File: src/hdl/uaset_pkg.sv
// ----------------------------------------------------------------------------
// uaset_pkg
// shared types and codes for the unordered array set core and its cells
// ----------------------------------------------------------------------------
package uaset_pkg;

    localparam int DEFAULT_CAPACITY = 16;
    localparam int ValueW           = 64;
    localparam int CountFieldW      = 5;

    // operation codes, opcode three is a no-op
    localparam logic [1:0] OP_INSERT = 2'd0;
    localparam logic [1:0] OP_REMOVE = 2'd1;
    localparam logic [1:0] OP_QUERY  = 2'd2;

    typedef enum logic [1:0] {
        ST_DONE     = 2'd0,
        ST_FULL     = 2'd1,
        ST_NOTFOUND = 2'd2
    } status_t;

    typedef enum logic [1:0] {
        S_IDLE,
        S_SCAN,
        S_DONE
    } state_t;

    // scan token handed from cell to cell
    typedef struct packed {
        logic tok;
        logic found;
    } link_t;

    typedef struct packed {
        logic [1:0]        opcode;
        logic [ValueW-1:0] item_value;
    } req_item_t;

    typedef struct packed {
        logic [1:0]             status;
        logic                   is_member;
        logic [CountFieldW-1:0] entry_count;
    } rsp_item_t;

endpackage

File: src/hdl/uaset_cell.sv
// ----------------------------------------------------------------------------
// uaset_cell
// one store entry; compares, inserts or shifts left as the scan token passes
// ----------------------------------------------------------------------------
module uaset_cell
    import uaset_pkg::*;
#(
    parameter int REM_W = 5
)
(
    input  logic              clk,
    input  logic              rst_n,
    input  logic [1:0]        op,
    input  logic [ValueW-1:0] key,
    input  link_t             link_in,
    input  logic [REM_W-1:0]  rem_in,
    input  logic [ValueW-1:0] nbr_value,
    output link_t             link_out,
    output logic [REM_W-1:0]  rem_out,
    output logic [ValueW-1:0] value
);

    link_t             link_reg;
    logic [REM_W-1:0]  rem_reg;
    logic [ValueW-1:0] value_reg;
    logic [ValueW-1:0] value_next;
    logic              found_next;
    logic              active;
    logic              hit;

    always_comb
    begin
        // live entry: fewer than the live count cells passed so far
        active     = link_reg.tok && (rem_reg != '0);
        hit        = active && (value_reg == key);
        value_next = value_reg;
        found_next = link_reg.found;
        case (op)
            OP_INSERT:
            begin
                if (link_reg.tok && (rem_reg == '0) && !link_reg.found)
                begin
                    value_next = key;
                    found_next = 1'b1;
                end
            end
            OP_REMOVE:
            begin
                // from the first match on, entries move one place down
                if (active && (link_reg.found || hit))
                begin
                    value_next = nbr_value;
                end
                found_next = link_reg.found || hit;
            end
            OP_QUERY:
            begin
                found_next = link_reg.found || hit;
            end
            default:
            begin
                found_next = link_reg.found;
            end
        endcase
    end

    assign link_out = '{tok: link_reg.tok, found: found_next};
    assign rem_out  = (rem_reg != '0) ? rem_reg - 1'b1 : rem_reg;
    assign value    = value_reg;

    always_ff @(posedge clk or negedge rst_n)
    begin
        if (!rst_n)
        begin
            link_reg <= '0;
        end
        else
        begin
            link_reg <= link_in;
        end
    end

    always_ff @(posedge clk)
    begin
        rem_reg   <= rem_in;
        value_reg <= value_next;
    end

endmodule

File: src/hdl/unsorted_array_set_core.sv
// the token walks the cell registers in turn; the row's found flag is registered, then the result
// one item at a time: the input stalls while the token walks the cell row
// the next item is taken at the edge that registers its predecessor's result
// reset: live count cleared, no token in flight, no result pending
// store contents are not cleared; only entries below the live count are ever read
// ----------------------------------------------------------------------------
// unsorted_array_set_core
// fixed-capacity unordered set of 64-bit values with insert, swap-free
// compacting remove and membership query, built as a row of cells
// ----------------------------------------------------------------------------
module unsorted_array_set_core
    import uaset_pkg::*;
#(
    parameter int CAPACITY = DEFAULT_CAPACITY
)
(
    input  logic      clk,
    input  logic      rst_n,
    input  logic      req_valid,
    output logic      req_stall,
    input  req_item_t req,
    output logic      rsp_valid,
    input  logic      rsp_stall,
    output rsp_item_t rsp
);

    localparam int REM_W = $clog2(CAPACITY + 1);

    // controller state
    state_t            state_reg;
    state_t            state_next;
    logic [REM_W-1:0]  count_reg;
    logic [REM_W-1:0]  count_next;
    logic [1:0]        op_reg;
    logic [ValueW-1:0] key_reg;
    logic              found_reg;
    logic              rsp_valid_reg;
    logic              rsp_valid_next;
    rsp_item_t         rsp_reg;
    rsp_item_t         rsp_next;

    // handshake decode
    logic              accept;
    logic              emit;
    logic              rsp_free;
    logic              exit_tok;

    // cell row wiring; index CAPACITY is the token leaving the last cell
    link_t             link_chain [CAPACITY+1];
    logic [REM_W-1:0]  rem_chain  [CAPACITY+1];
    logic [ValueW-1:0] cell_value [CAPACITY];

    logic [REM_W+CountFieldW-1:0] count_ext;

    assign rsp_free = !rsp_valid_reg || !rsp_stall;
    assign accept   = req_valid && !req_stall;
    assign exit_tok = link_chain[CAPACITY].tok;

    // ---------------------------------------------------------------------
    // next state
    // ---------------------------------------------------------------------
    always_comb
    begin
        state_next = state_reg;
        case (state_reg)
            S_IDLE:
            begin
                if (accept)
                begin
                    state_next = S_SCAN;
                end
            end
            S_SCAN:
            begin
                // token has walked the whole row
                if (exit_tok)
                begin
                    state_next = S_DONE;
                end
            end
            S_DONE:
            begin
                if (emit)
                begin
                    state_next = accept ? S_SCAN : S_IDLE;
                end
            end
            default:
            begin
                state_next = S_IDLE;
            end
        endcase
    end

    // ---------------------------------------------------------------------
    // state machine outputs
    // ---------------------------------------------------------------------
    always_comb
    begin
        emit      = 1'b0;
        req_stall = 1'b1;
        case (state_reg)
            S_IDLE:
            begin
                req_stall = 1'b0;
            end
            S_SCAN:
            begin
                req_stall = 1'b1;
            end
            S_DONE:
            begin
                // result leaves and the next item may enter in the same cycle
                emit      = rsp_free;
                req_stall = !rsp_free;
            end
            default:
            begin
                req_stall = 1'b1;
            end
        endcase
    end

    // ---------------------------------------------------------------------
    // result and count update, from the found flag carried out of the row
    // ---------------------------------------------------------------------
    always_comb
    begin
        count_next       = count_reg;
        rsp_next.status  = ST_DONE;
        rsp_next.is_member = 1'b0;
        case (op_reg)
            OP_INSERT:
            begin
                if (found_reg)
                begin
                    count_next = count_reg + 1'b1;
                end
                else
                begin
                    rsp_next.status = ST_FULL;
                end
            end
            OP_REMOVE:
            begin
                if (found_reg)
                begin
                    count_next = count_reg - 1'b1;
                end
                else
                begin
                    rsp_next.status = ST_NOTFOUND;
                end
            end
            OP_QUERY:
            begin
                rsp_next.is_member = found_reg;
            end
            default:
            begin
                count_next = count_reg;
            end
        endcase
        count_ext            = {{CountFieldW{1'b0}}, count_next};
        rsp_next.entry_count = count_ext[CountFieldW-1:0];
    end

    assign rsp_valid_next = emit || (rsp_valid_reg && rsp_stall);

    // token enters the first cell with the live count as its budget
    assign link_chain[0] = '{tok: accept, found: 1'b0};
    assign rem_chain[0]  = emit ? count_next : count_reg;

    // ---------------------------------------------------------------------
    // row of cells
    // ---------------------------------------------------------------------
    for (genvar i = 0; i < CAPACITY; i++)
    begin : g_cell
        logic [ValueW-1:0] nbr;

        if (i == CAPACITY - 1)
        begin : g_last
            assign nbr = '0;
        end
        else
        begin : g_mid
            assign nbr = cell_value[i+1];
        end

        uaset_cell #(
            .REM_W (REM_W)
        ) u_cell (
            .clk       (clk),
            .rst_n     (rst_n),
            .op        (op_reg),
            .key       (key_reg),
            .link_in   (link_chain[i]),
            .rem_in    (rem_chain[i]),
            .nbr_value (nbr),
            .link_out  (link_chain[i+1]),
            .rem_out   (rem_chain[i+1]),
            .value     (cell_value[i])
        );
    end

    // ---------------------------------------------------------------------
    // registers
    // ---------------------------------------------------------------------
    always_ff @(posedge clk or negedge rst_n)
    begin
        if (!rst_n)
        begin
            state_reg     <= S_IDLE;
            count_reg     <= '0;
            rsp_valid_reg <= 1'b0;
        end
        else
        begin
            state_reg     <= state_next;
            rsp_valid_reg <= rsp_valid_next;
            // live count moves only when the result of an item is taken
            if (emit)
            begin
                count_reg <= count_next;
            end
        end
    end

    always_ff @(posedge clk)
    begin
        if (accept)
        begin
            op_reg  <= req.opcode;
            key_reg <= req.item_value;
        end
        if (exit_tok)
        begin
            found_reg <= link_chain[CAPACITY].found;
        end
        if (emit)
        begin
            rsp_reg <= rsp_next;
        end
    end

    assign rsp_valid = rsp_valid_reg;
    assign rsp       = rsp_reg;

    // ---------------------------------------------------------------------
    // assertions
    // ---------------------------------------------------------------------
    a_count_bound: assert property (@(posedge clk) disable iff (!rst_n)
        count_reg <= REM_W'(CAPACITY))
        else $error("live count above capacity");

    a_exit_in_scan: assert property (@(posedge clk) disable iff (!rst_n)
        exit_tok |-> (state_reg == S_SCAN))
        else $error("token left the row outside a scan");

    a_accept_scan: assert property (@(posedge clk) disable iff (!rst_n)
        accept |=> (state_reg == S_SCAN))
        else $error("accepted item did not start a scan");

    a_count_hold: assert property (@(posedge clk) disable iff (!rst_n)
        !emit |=> (count_reg == $past(count_reg)))
        else $error("live count changed without a result");

    a_no_result_in_scan: assert property (@(posedge clk) disable iff (!rst_n)
        (state_reg == S_SCAN) |-> (!emit && req_stall))
        else $error("result or item taken during a scan");

endmodule

File: config.mk
export PLATFORM = sky130hd
export DESIGN_NAME = unsorted_array_set_core
export DESIGN_NICKNAME = d
export VERILOG_FILES = /design/src/hdl/uaset_pkg.sv /design/src/hdl/uaset_cell.sv /design/src/hdl/unsorted_array_set_core.sv
export SDC_FILE = /design/constraint.sdc
export NUM_CORES = 2
export LEC_CHECK = 0
export BUFFER_PORTS_ARGS = -buffer_cell sky130_fd_sc_hd__buf_2
export CAP_MARGIN = 40
export CORE_MARGIN = 1.5
export CORE_UTILIZATION = 60
export CTS_CLUSTER_DIAMETER = 120
export DETAILED_ROUTE_END_ITERATION = 10
export GPL_TIMING_DRIVEN = 0
export PLACE_DENSITY = 0.76
export SYNTH_ARGS = -nofsm -noshare
export SYNTH_HDL_FRONTEND = slang
export SYNTH_SLANG_ARGS = --single-unit
File: constraint.sdc
create_clock -name clk -period 11.3 [get_ports clk]
set_input_delay 1.695 -clock clk [delete_from_list [all_inputs] [get_ports clk]]
set_output_delay 1.695 -clock clk [all_outputs]
set_load 0.005 [all_outputs]
Yosys cells after proc, flatten, opt, wreduce, memory -nomap -nowiden. Index checks and enable logic that the tools add are counted. Widths: inputs -> output; s select.

$add $sub $neg: 17. Equality and inequality tests: 55. Mux-type cells: 109. Reductions and logical operators: 170.

Operators by type and width (count): $mux 64 (32); $pmux 64 s2 (16); $eq 64x64->1 (16); $mux 5 (18); $logic_and 1x1->1 (81); $logic_not 5->1 (16); $reduce_bool 5->1 (16); $sub 5x1->5 const B (16); $ne 2x1->1 const B (33); $reduce_and 3->1 (17); $pmux 1 s2 (17); $logic_not 1->1 (19); $mux 1 (19); $logic_or 1x1->1 (17); $pmux 5 s2 (1); $mux 2 (4); $pmux 2 s3 (1); $add 5x1->5 const B (1); $eq 2x1->1 const B (2); $eq 2x2->1 const B (2); $logic_not 2->1 (2); $ne 2x2->1 const B (2); $pmux 2 s2 (1); $reduce_bool 2->1 (1); $reduce_or 2->1 (1).

Register bits: 1218. Input bits: 70. Output and inout port bits: 10. Logic and storage cells: 423.

Longest topological paths before layout.
Depth after elaboration: 9. Gate-level depth with buffers: 10. Gate-level depth less buffers: 8.

Hierarchy. From an unflattened synthesis, not the netlist that was laid out.

Cell total of the unflattened synthesis: 4540. Area total of the unflattened synthesis: 63497.1 sq um.

By module, submodules not included: uaset_cell at g_cell[0].u_cell ... (times used 15, cells an instance 276, area an instance 3793.6 sq um, sequential area each 2072.0 sq um); uaset_cell at g_cell[10].u_cell (times used 1, cells an instance 267, area an instance 3792.4 sq um, sequential area each 2072.0 sq um); unsorted_array_set_core (times used 1, cells an instance 133, area an instance 2800.2 sq um, sequential area each 2452.4 sq um).

Worst setup path before layout. Ideal clock, no wire load.

Path kind: reg-to-reg. From: register key_reg[21]. To: register g_cell[8].u_cell.value_reg[0], enable pin. Library setup time: 0.574 ns. Data arrival time: 5.972 ns. Data required time: 10.726 ns. Path slack: 4.754 ns. Cell stages (with the launch flop): 9. Buffers on the path: 2. Period minus slack after synthesis: 6.546 ns. Cells stage by stage: edfxtp_1 -> buf_6 -> buf_2 -> xor2_1 -> nor4_1 -> nand3_1 -> nor3_1 -> nand4_1 -> o21ai_0.

Longest elaborated chain between the ends: 6.

RTL lines: from (decl) (RTL line unsorted_array_set_core.sv:35) `logic [ValueW-1:0] key_reg;`; from (signal assigned) (RTL line unsorted_array_set_core.sv:234) `key_reg <= req.item_value;`; $eq 64x64->1 (RTL line uaset_cell.sv:35) `hit = active && (value_reg == key);`; $logic_and 1x1->1 (RTL line uaset_cell.sv:35); $logic_or 1x1->1 (RTL line uaset_cell.sv:50) `if (active && (link_reg.found || hit))`; $logic_and 1x1->1 (RTL line uaset_cell.sv:50); $ne 2x1->1 (no line); $reduce_and 3->1 (no line); to (signal assigned) (RTL line uaset_cell.sv:86) `value_reg <= value_next;`; to (decl) (RTL line uaset_cell.sv:25) `logic [ValueW-1:0] value_reg;`.

No other way between the ends. A chain may end at the register's enable or synchronous reset.

Final worst setup path.
From: register key_reg[49]. To: register g_cell[1].u_cell.value_reg[52], enable pin.

Longest elaborated chain between the ends: 6.

RTL lines (RTL line): $eq 64x64->1 (uaset_cell.sv:35); $logic_and 1x1->1 (uaset_cell.sv:35); $logic_or 1x1->1 (uaset_cell.sv:50); $logic_and 1x1->1 (uaset_cell.sv:50); $ne 2x1->1 (no line); $reduce_and 3->1 (no line); to (signal assigned) (uaset_cell.sv:86); to (decl) (uaset_cell.sv:25).

No other way between the ends.

==> results.json <==
{
  "ctsLongestPathBuffers": 3,
  "layout-drive-gt1-share_pct": 9.22,
  "largest_reg_flops": 1024,
  "async_flop_share_pct": 3.20,
  "drtAntennaViolNets": 0,
  "ctsHtreeMaxLevel": 4,
  "crit_family": "simple AND/OR/NAND/NOR gates",
  "synthAdderAreaFrac_pct": 0.761,
  "synth_sequential_area_ratio_pct": 60.1,
  "p_leak_nw": 25.6,
  "cap_violations": 0,
  "syn_area_um2": 59200,
  "grt_pass1_vias": 40300,
  "synth_top_family_by_area": "simple AND/OR/NAND/NOR gates",
  "finalSetupViolations": 0,
  "min_period_ns": 5.65,
  "multi_input_area_um2": 21600,
  "antenna_found_initial": 8,
  "post-cts-setup-buffers": 0,
  "cp_max_fo": 25,
  "grt_max_degree": 37,
  "drv_slew": 0,
  "period_share_pct": 50.0,
  "p_per_area_nw_per_um2": 210,
  "ys_warn_count": 0,
  "holdWs_ns": 0.486,
  "syn_nets": 5586,
  "cts_tree": "built",
  "hold_violations": 0,
  "cp_slowest_stage_delay_ns": 0.89,
  "fin_ws_ns": 5.65,
  "max_freq_mhz": 177,
  "dp_hpwl_mm": 191,
  "dieArea_um2": 101000,
  "cts_buffers": 133,
  "status": "finished clean",
  "drc": 0,
  "num_io_pins": 80,
  "synth_xor_area_share_pct": 15.2,
  "slew_headroom_pct": 29.1,
  "ys_ff_latch": 1218,
  "die_h_um": 317,
  "areaGrowthSynthToFinish_pct": 13.2,
  "synthCells": 5480,
  "die_w_um": 317,
  "fin_skew_ns": 0.0252,
  "synth.avg_cell_area_um2": 10.8,
  "wire_per_inst_um": 33.3,
  "core.rowCount": 115,
  "avgViaCountPerCell": 6.16,
  "cp.arrival_ns": 6.12,
  "overflow": 0,
  "coreArea_um2": 98100,
  "grt_pass1_wl_mm": 318,
  "postCtsHoldBufs": 0,
  "synth_top_cell_by_area": "edfxtp_1",
  "post_cts_resized": 0,
  "tightest_slew_ns": 1.05,
  "slowest_stage": "a21oi_4",
  "fin_tns_setup_ns": 0,
  "io_buffers": 79,
  "dr.pass1.iters": 8,
  "vdd_drop_max_mv": 0.227,
  "seq_area_um2": 35600,
  "critPathBufInv": 4,
  "critical_path_class": "flip-flop to flip-flop",
  "synth-edff-count": 1099,
  "cts-root-buf": "clkbuf_16",
  "synth.distinct_cells": 56,
  "path_clk_slew_ns": 0.06,
  "synth-simple-area-share_pct": 18.1,
  "ys_top_cells_by_area": "edfxtp_1 56%, nand2_1 13%, xnor2_1 8.8%",
  "synth.mux.area_fraction_pct": 0.361,
  "fillers": 7192,
  "place_area_um2": 62500,
  "wl_mm": 239,
  "path_cells": "buf_6 > buf_2 > xnor2_1 > nand4_1 > nor4_1 > nand4_1 > a21oi_4 > buf_12 > buf_12",
  "synth_flop_cell": "edfxtp_1",
  "initial_core_util_pct": 60.3,
  "cts_sinks": 1218,
  "pre_cts_ws_ns": 5.91,
  "end_kind": "flip-flop",
  "synth_top_area_share_pct": 55.8,
  "clk_latency_ns": 0.79,
  "synth_compound_area_share_pct": 1.80,
  "grt_use_total_pct": 47.6,
  "gp_congestion": 1.18,
  "regToRegSetupSlack_ns": 5.65,
  "via_count": 44200,
  "critPathLaunchType": "flip-flop",
  "final_area_um2": 67000,
  "finalPower_mw": 14.0,
  "final_nets": 5890,
  "worstPathRequired_ns": 11.77,
  "rsz0062_at_grt": "false",
  "hp-class": "flip-flop to flip-flop",
  "drt-initial-drc-count": 7773
}
[final cells by class]
type / instances / area share, %
diodes: 6 / 0.0224
plain buffers: 316 / 2.40
clock buffers: 168 / 5.39
clock inverters: 73 / 1.16
inverters: 151 / 0.846
multi-input cells: 3795 / 32.3
flip-flops and latches: 1218 / 53.1
well taps: 1287 / 2.40
repair buffers: 169 / 2.40
[cells in the mapped netlist, types with 3 or more instances]
library cell	instances
nor4_1	135
clkbuf_1	186
edfxtp_1	1099
nand2_1	2031
o31ai_1	3
nor2_1	68
dfxtp_1	80
nand4_1	178
o211ai_1	3
nor3_1	43
ha_1	36
o21ai_0	41
nor2b_1	9
nor3b_1	11
buf_6	32
buf_2	72
o21ai_1	5
nand3_1	18
nand2b_1	4
and2_1	4
or4_1	4
nor4b_1	3
xnor2_1	592
o22ai_1	38
mux2_2	11
dfrtp_1	39
nor4b_2	12
a21oi_1	58
xor2_1	435
inv_1	150
nor4_2	5
buf_4	25
a221oi_1	6
a21o_1	7
mux2i_1	9
[per-layer routing]
layer / wire length [µm] / vias to the layer above / track usage, % / part of all wire (%)
li1: - / 19000 / - / -
met1: 79700 / 20800 / 56.1 / 33
met2: 105000 / 3528 / 70.9 / 44
met3: 24900 / 836 / 9.61 / 10
met4: 30000 / 2 / 50.2 / 13
met5: 13 / - / 0 / 0.0054
[worst reg2reg max path, cell delays in order, from the launching register on]
cell,delay (ns)
edfxtp_1,0.37
buf_6,0.23
buf_2,0.42
xnor2_1,0.92
nand4_1,0.55
nor4_1,0.77
nand4_1,0.64
a21oi_4,0.89
buf_12,0.29
buf_12,0.24
[cells in the final DEF (no fill, tap or decap), types with 6 or more instances in the layout]
| cell type | synthesis | layout |
|---|---|---|
| nand2_1 | 2031 | 2031 |
| edfxtp_1 | 1099 | 1099 |
| xnor2_1 | 592 | 592 |
| xor2_1 | 435 | 435 |
| clkbuf_1 | 186 | 209 |
| nand4_1 | 178 | 178 |
| buf_2 | 72 | 158 |
| inv_1 | 150 | 150 |
| clkbuf_16 | 0 | 136 |
| nor4_1 | 135 | 133 |
| dfxtp_1 | 80 | 80 |
| nor2_1 | 68 | 68 |
| buf_4 | 25 | 49 |
| a21oi_1 | 58 | 48 |
| nor3_1 | 43 | 43 |
| o21ai_0 | 41 | 40 |
| buf_6 | 32 | 39 |
| dfrtp_1 | 39 | 39 |
| o22ai_1 | 38 | 38 |
| ha_1 | 36 | 36 |
| buf_12 | 0 | 30 |
| clkinv_1 | 1 | 24 |
| clkinv_2 | 0 | 19 |
| nand3_1 | 18 | 18 |
| nor4b_2 | 12 | 12 |
| mux2_2 | 11 | 11 |
| nor3b_1 | 11 | 11 |
| bufinv_16 | 0 | 11 |
| a21oi_4 | 0 | 10 |
| mux2i_1 | 9 | 9 |
| nor2b_1 | 9 | 9 |
| clkbuf_8 | 0 | 9 |
| nor4_2 | 5 | 7 |
| a21o_1 | 7 | 7 |
| buf_8 | 0 | 7 |
| diode_2 | 0 | 6 |
| a221oi_1 | 6 | 6 |
[final timing paths]
kind,from,to,cells after the start
setup reg to reg,key_reg[49]$_DFFE_PP_,g_cell[1].u_cell.value[52]$_DFFE_PP_,9
setup / recovery,key_reg[49]$_DFFE_PP_,g_cell[1].u_cell.value[52]$_DFFE_PP_,9
min in group asynchronous,rst_n,g_cell[1].u_cell.link_out[1]$_DFF_PN0_,1
max in group asynchronous,rst_n,g_cell[14].u_cell.link_reg[0]$_DFF_PN0_,2
hold reg to reg,g_cell[2].u_cell.rem_reg[4]$_DFF_P_,g_cell[3].u_cell.rem_reg[4]$_DFF_P_,1
hold / removal,g_cell[2].u_cell.rem_reg[4]$_DFF_P_,g_cell[3].u_cell.rem_reg[4]$_DFF_P_,1
[kinds of logic (layout without fill, tap and decap cells)]
kind of cell | count (synthesis) | after routing
AO/OA/AOI/OAI | 178 | 178
XOR/XNOR | 1027 | 1027
adder cells (fa/ha/maj) | 36 | 36
buffers and inverters | 467 | 877
flip-flops | 1218 | 1218
multiplexers | 20 | 20
other | 0 | 6
AND/OR/NAND/NOR | 2534 | 2534
[report_power, final]
part	switching, mW	internal (mW)	leakage [nW]
registers	0.276	5.47	11.2
logic	2.78	1.08	12.3
clock network	1.91	2.54	2.14
total	4.96	9.09	25.6
[stage by stage]
step	cells	utilization (%)
finish	7183	68.3
global route	7178	68.3
CTS	7162	68.2
detailed placement	6921	63.7
global placement	6846	62.4
floorplan	5480	-
Power figures use the tool's default switching activity.
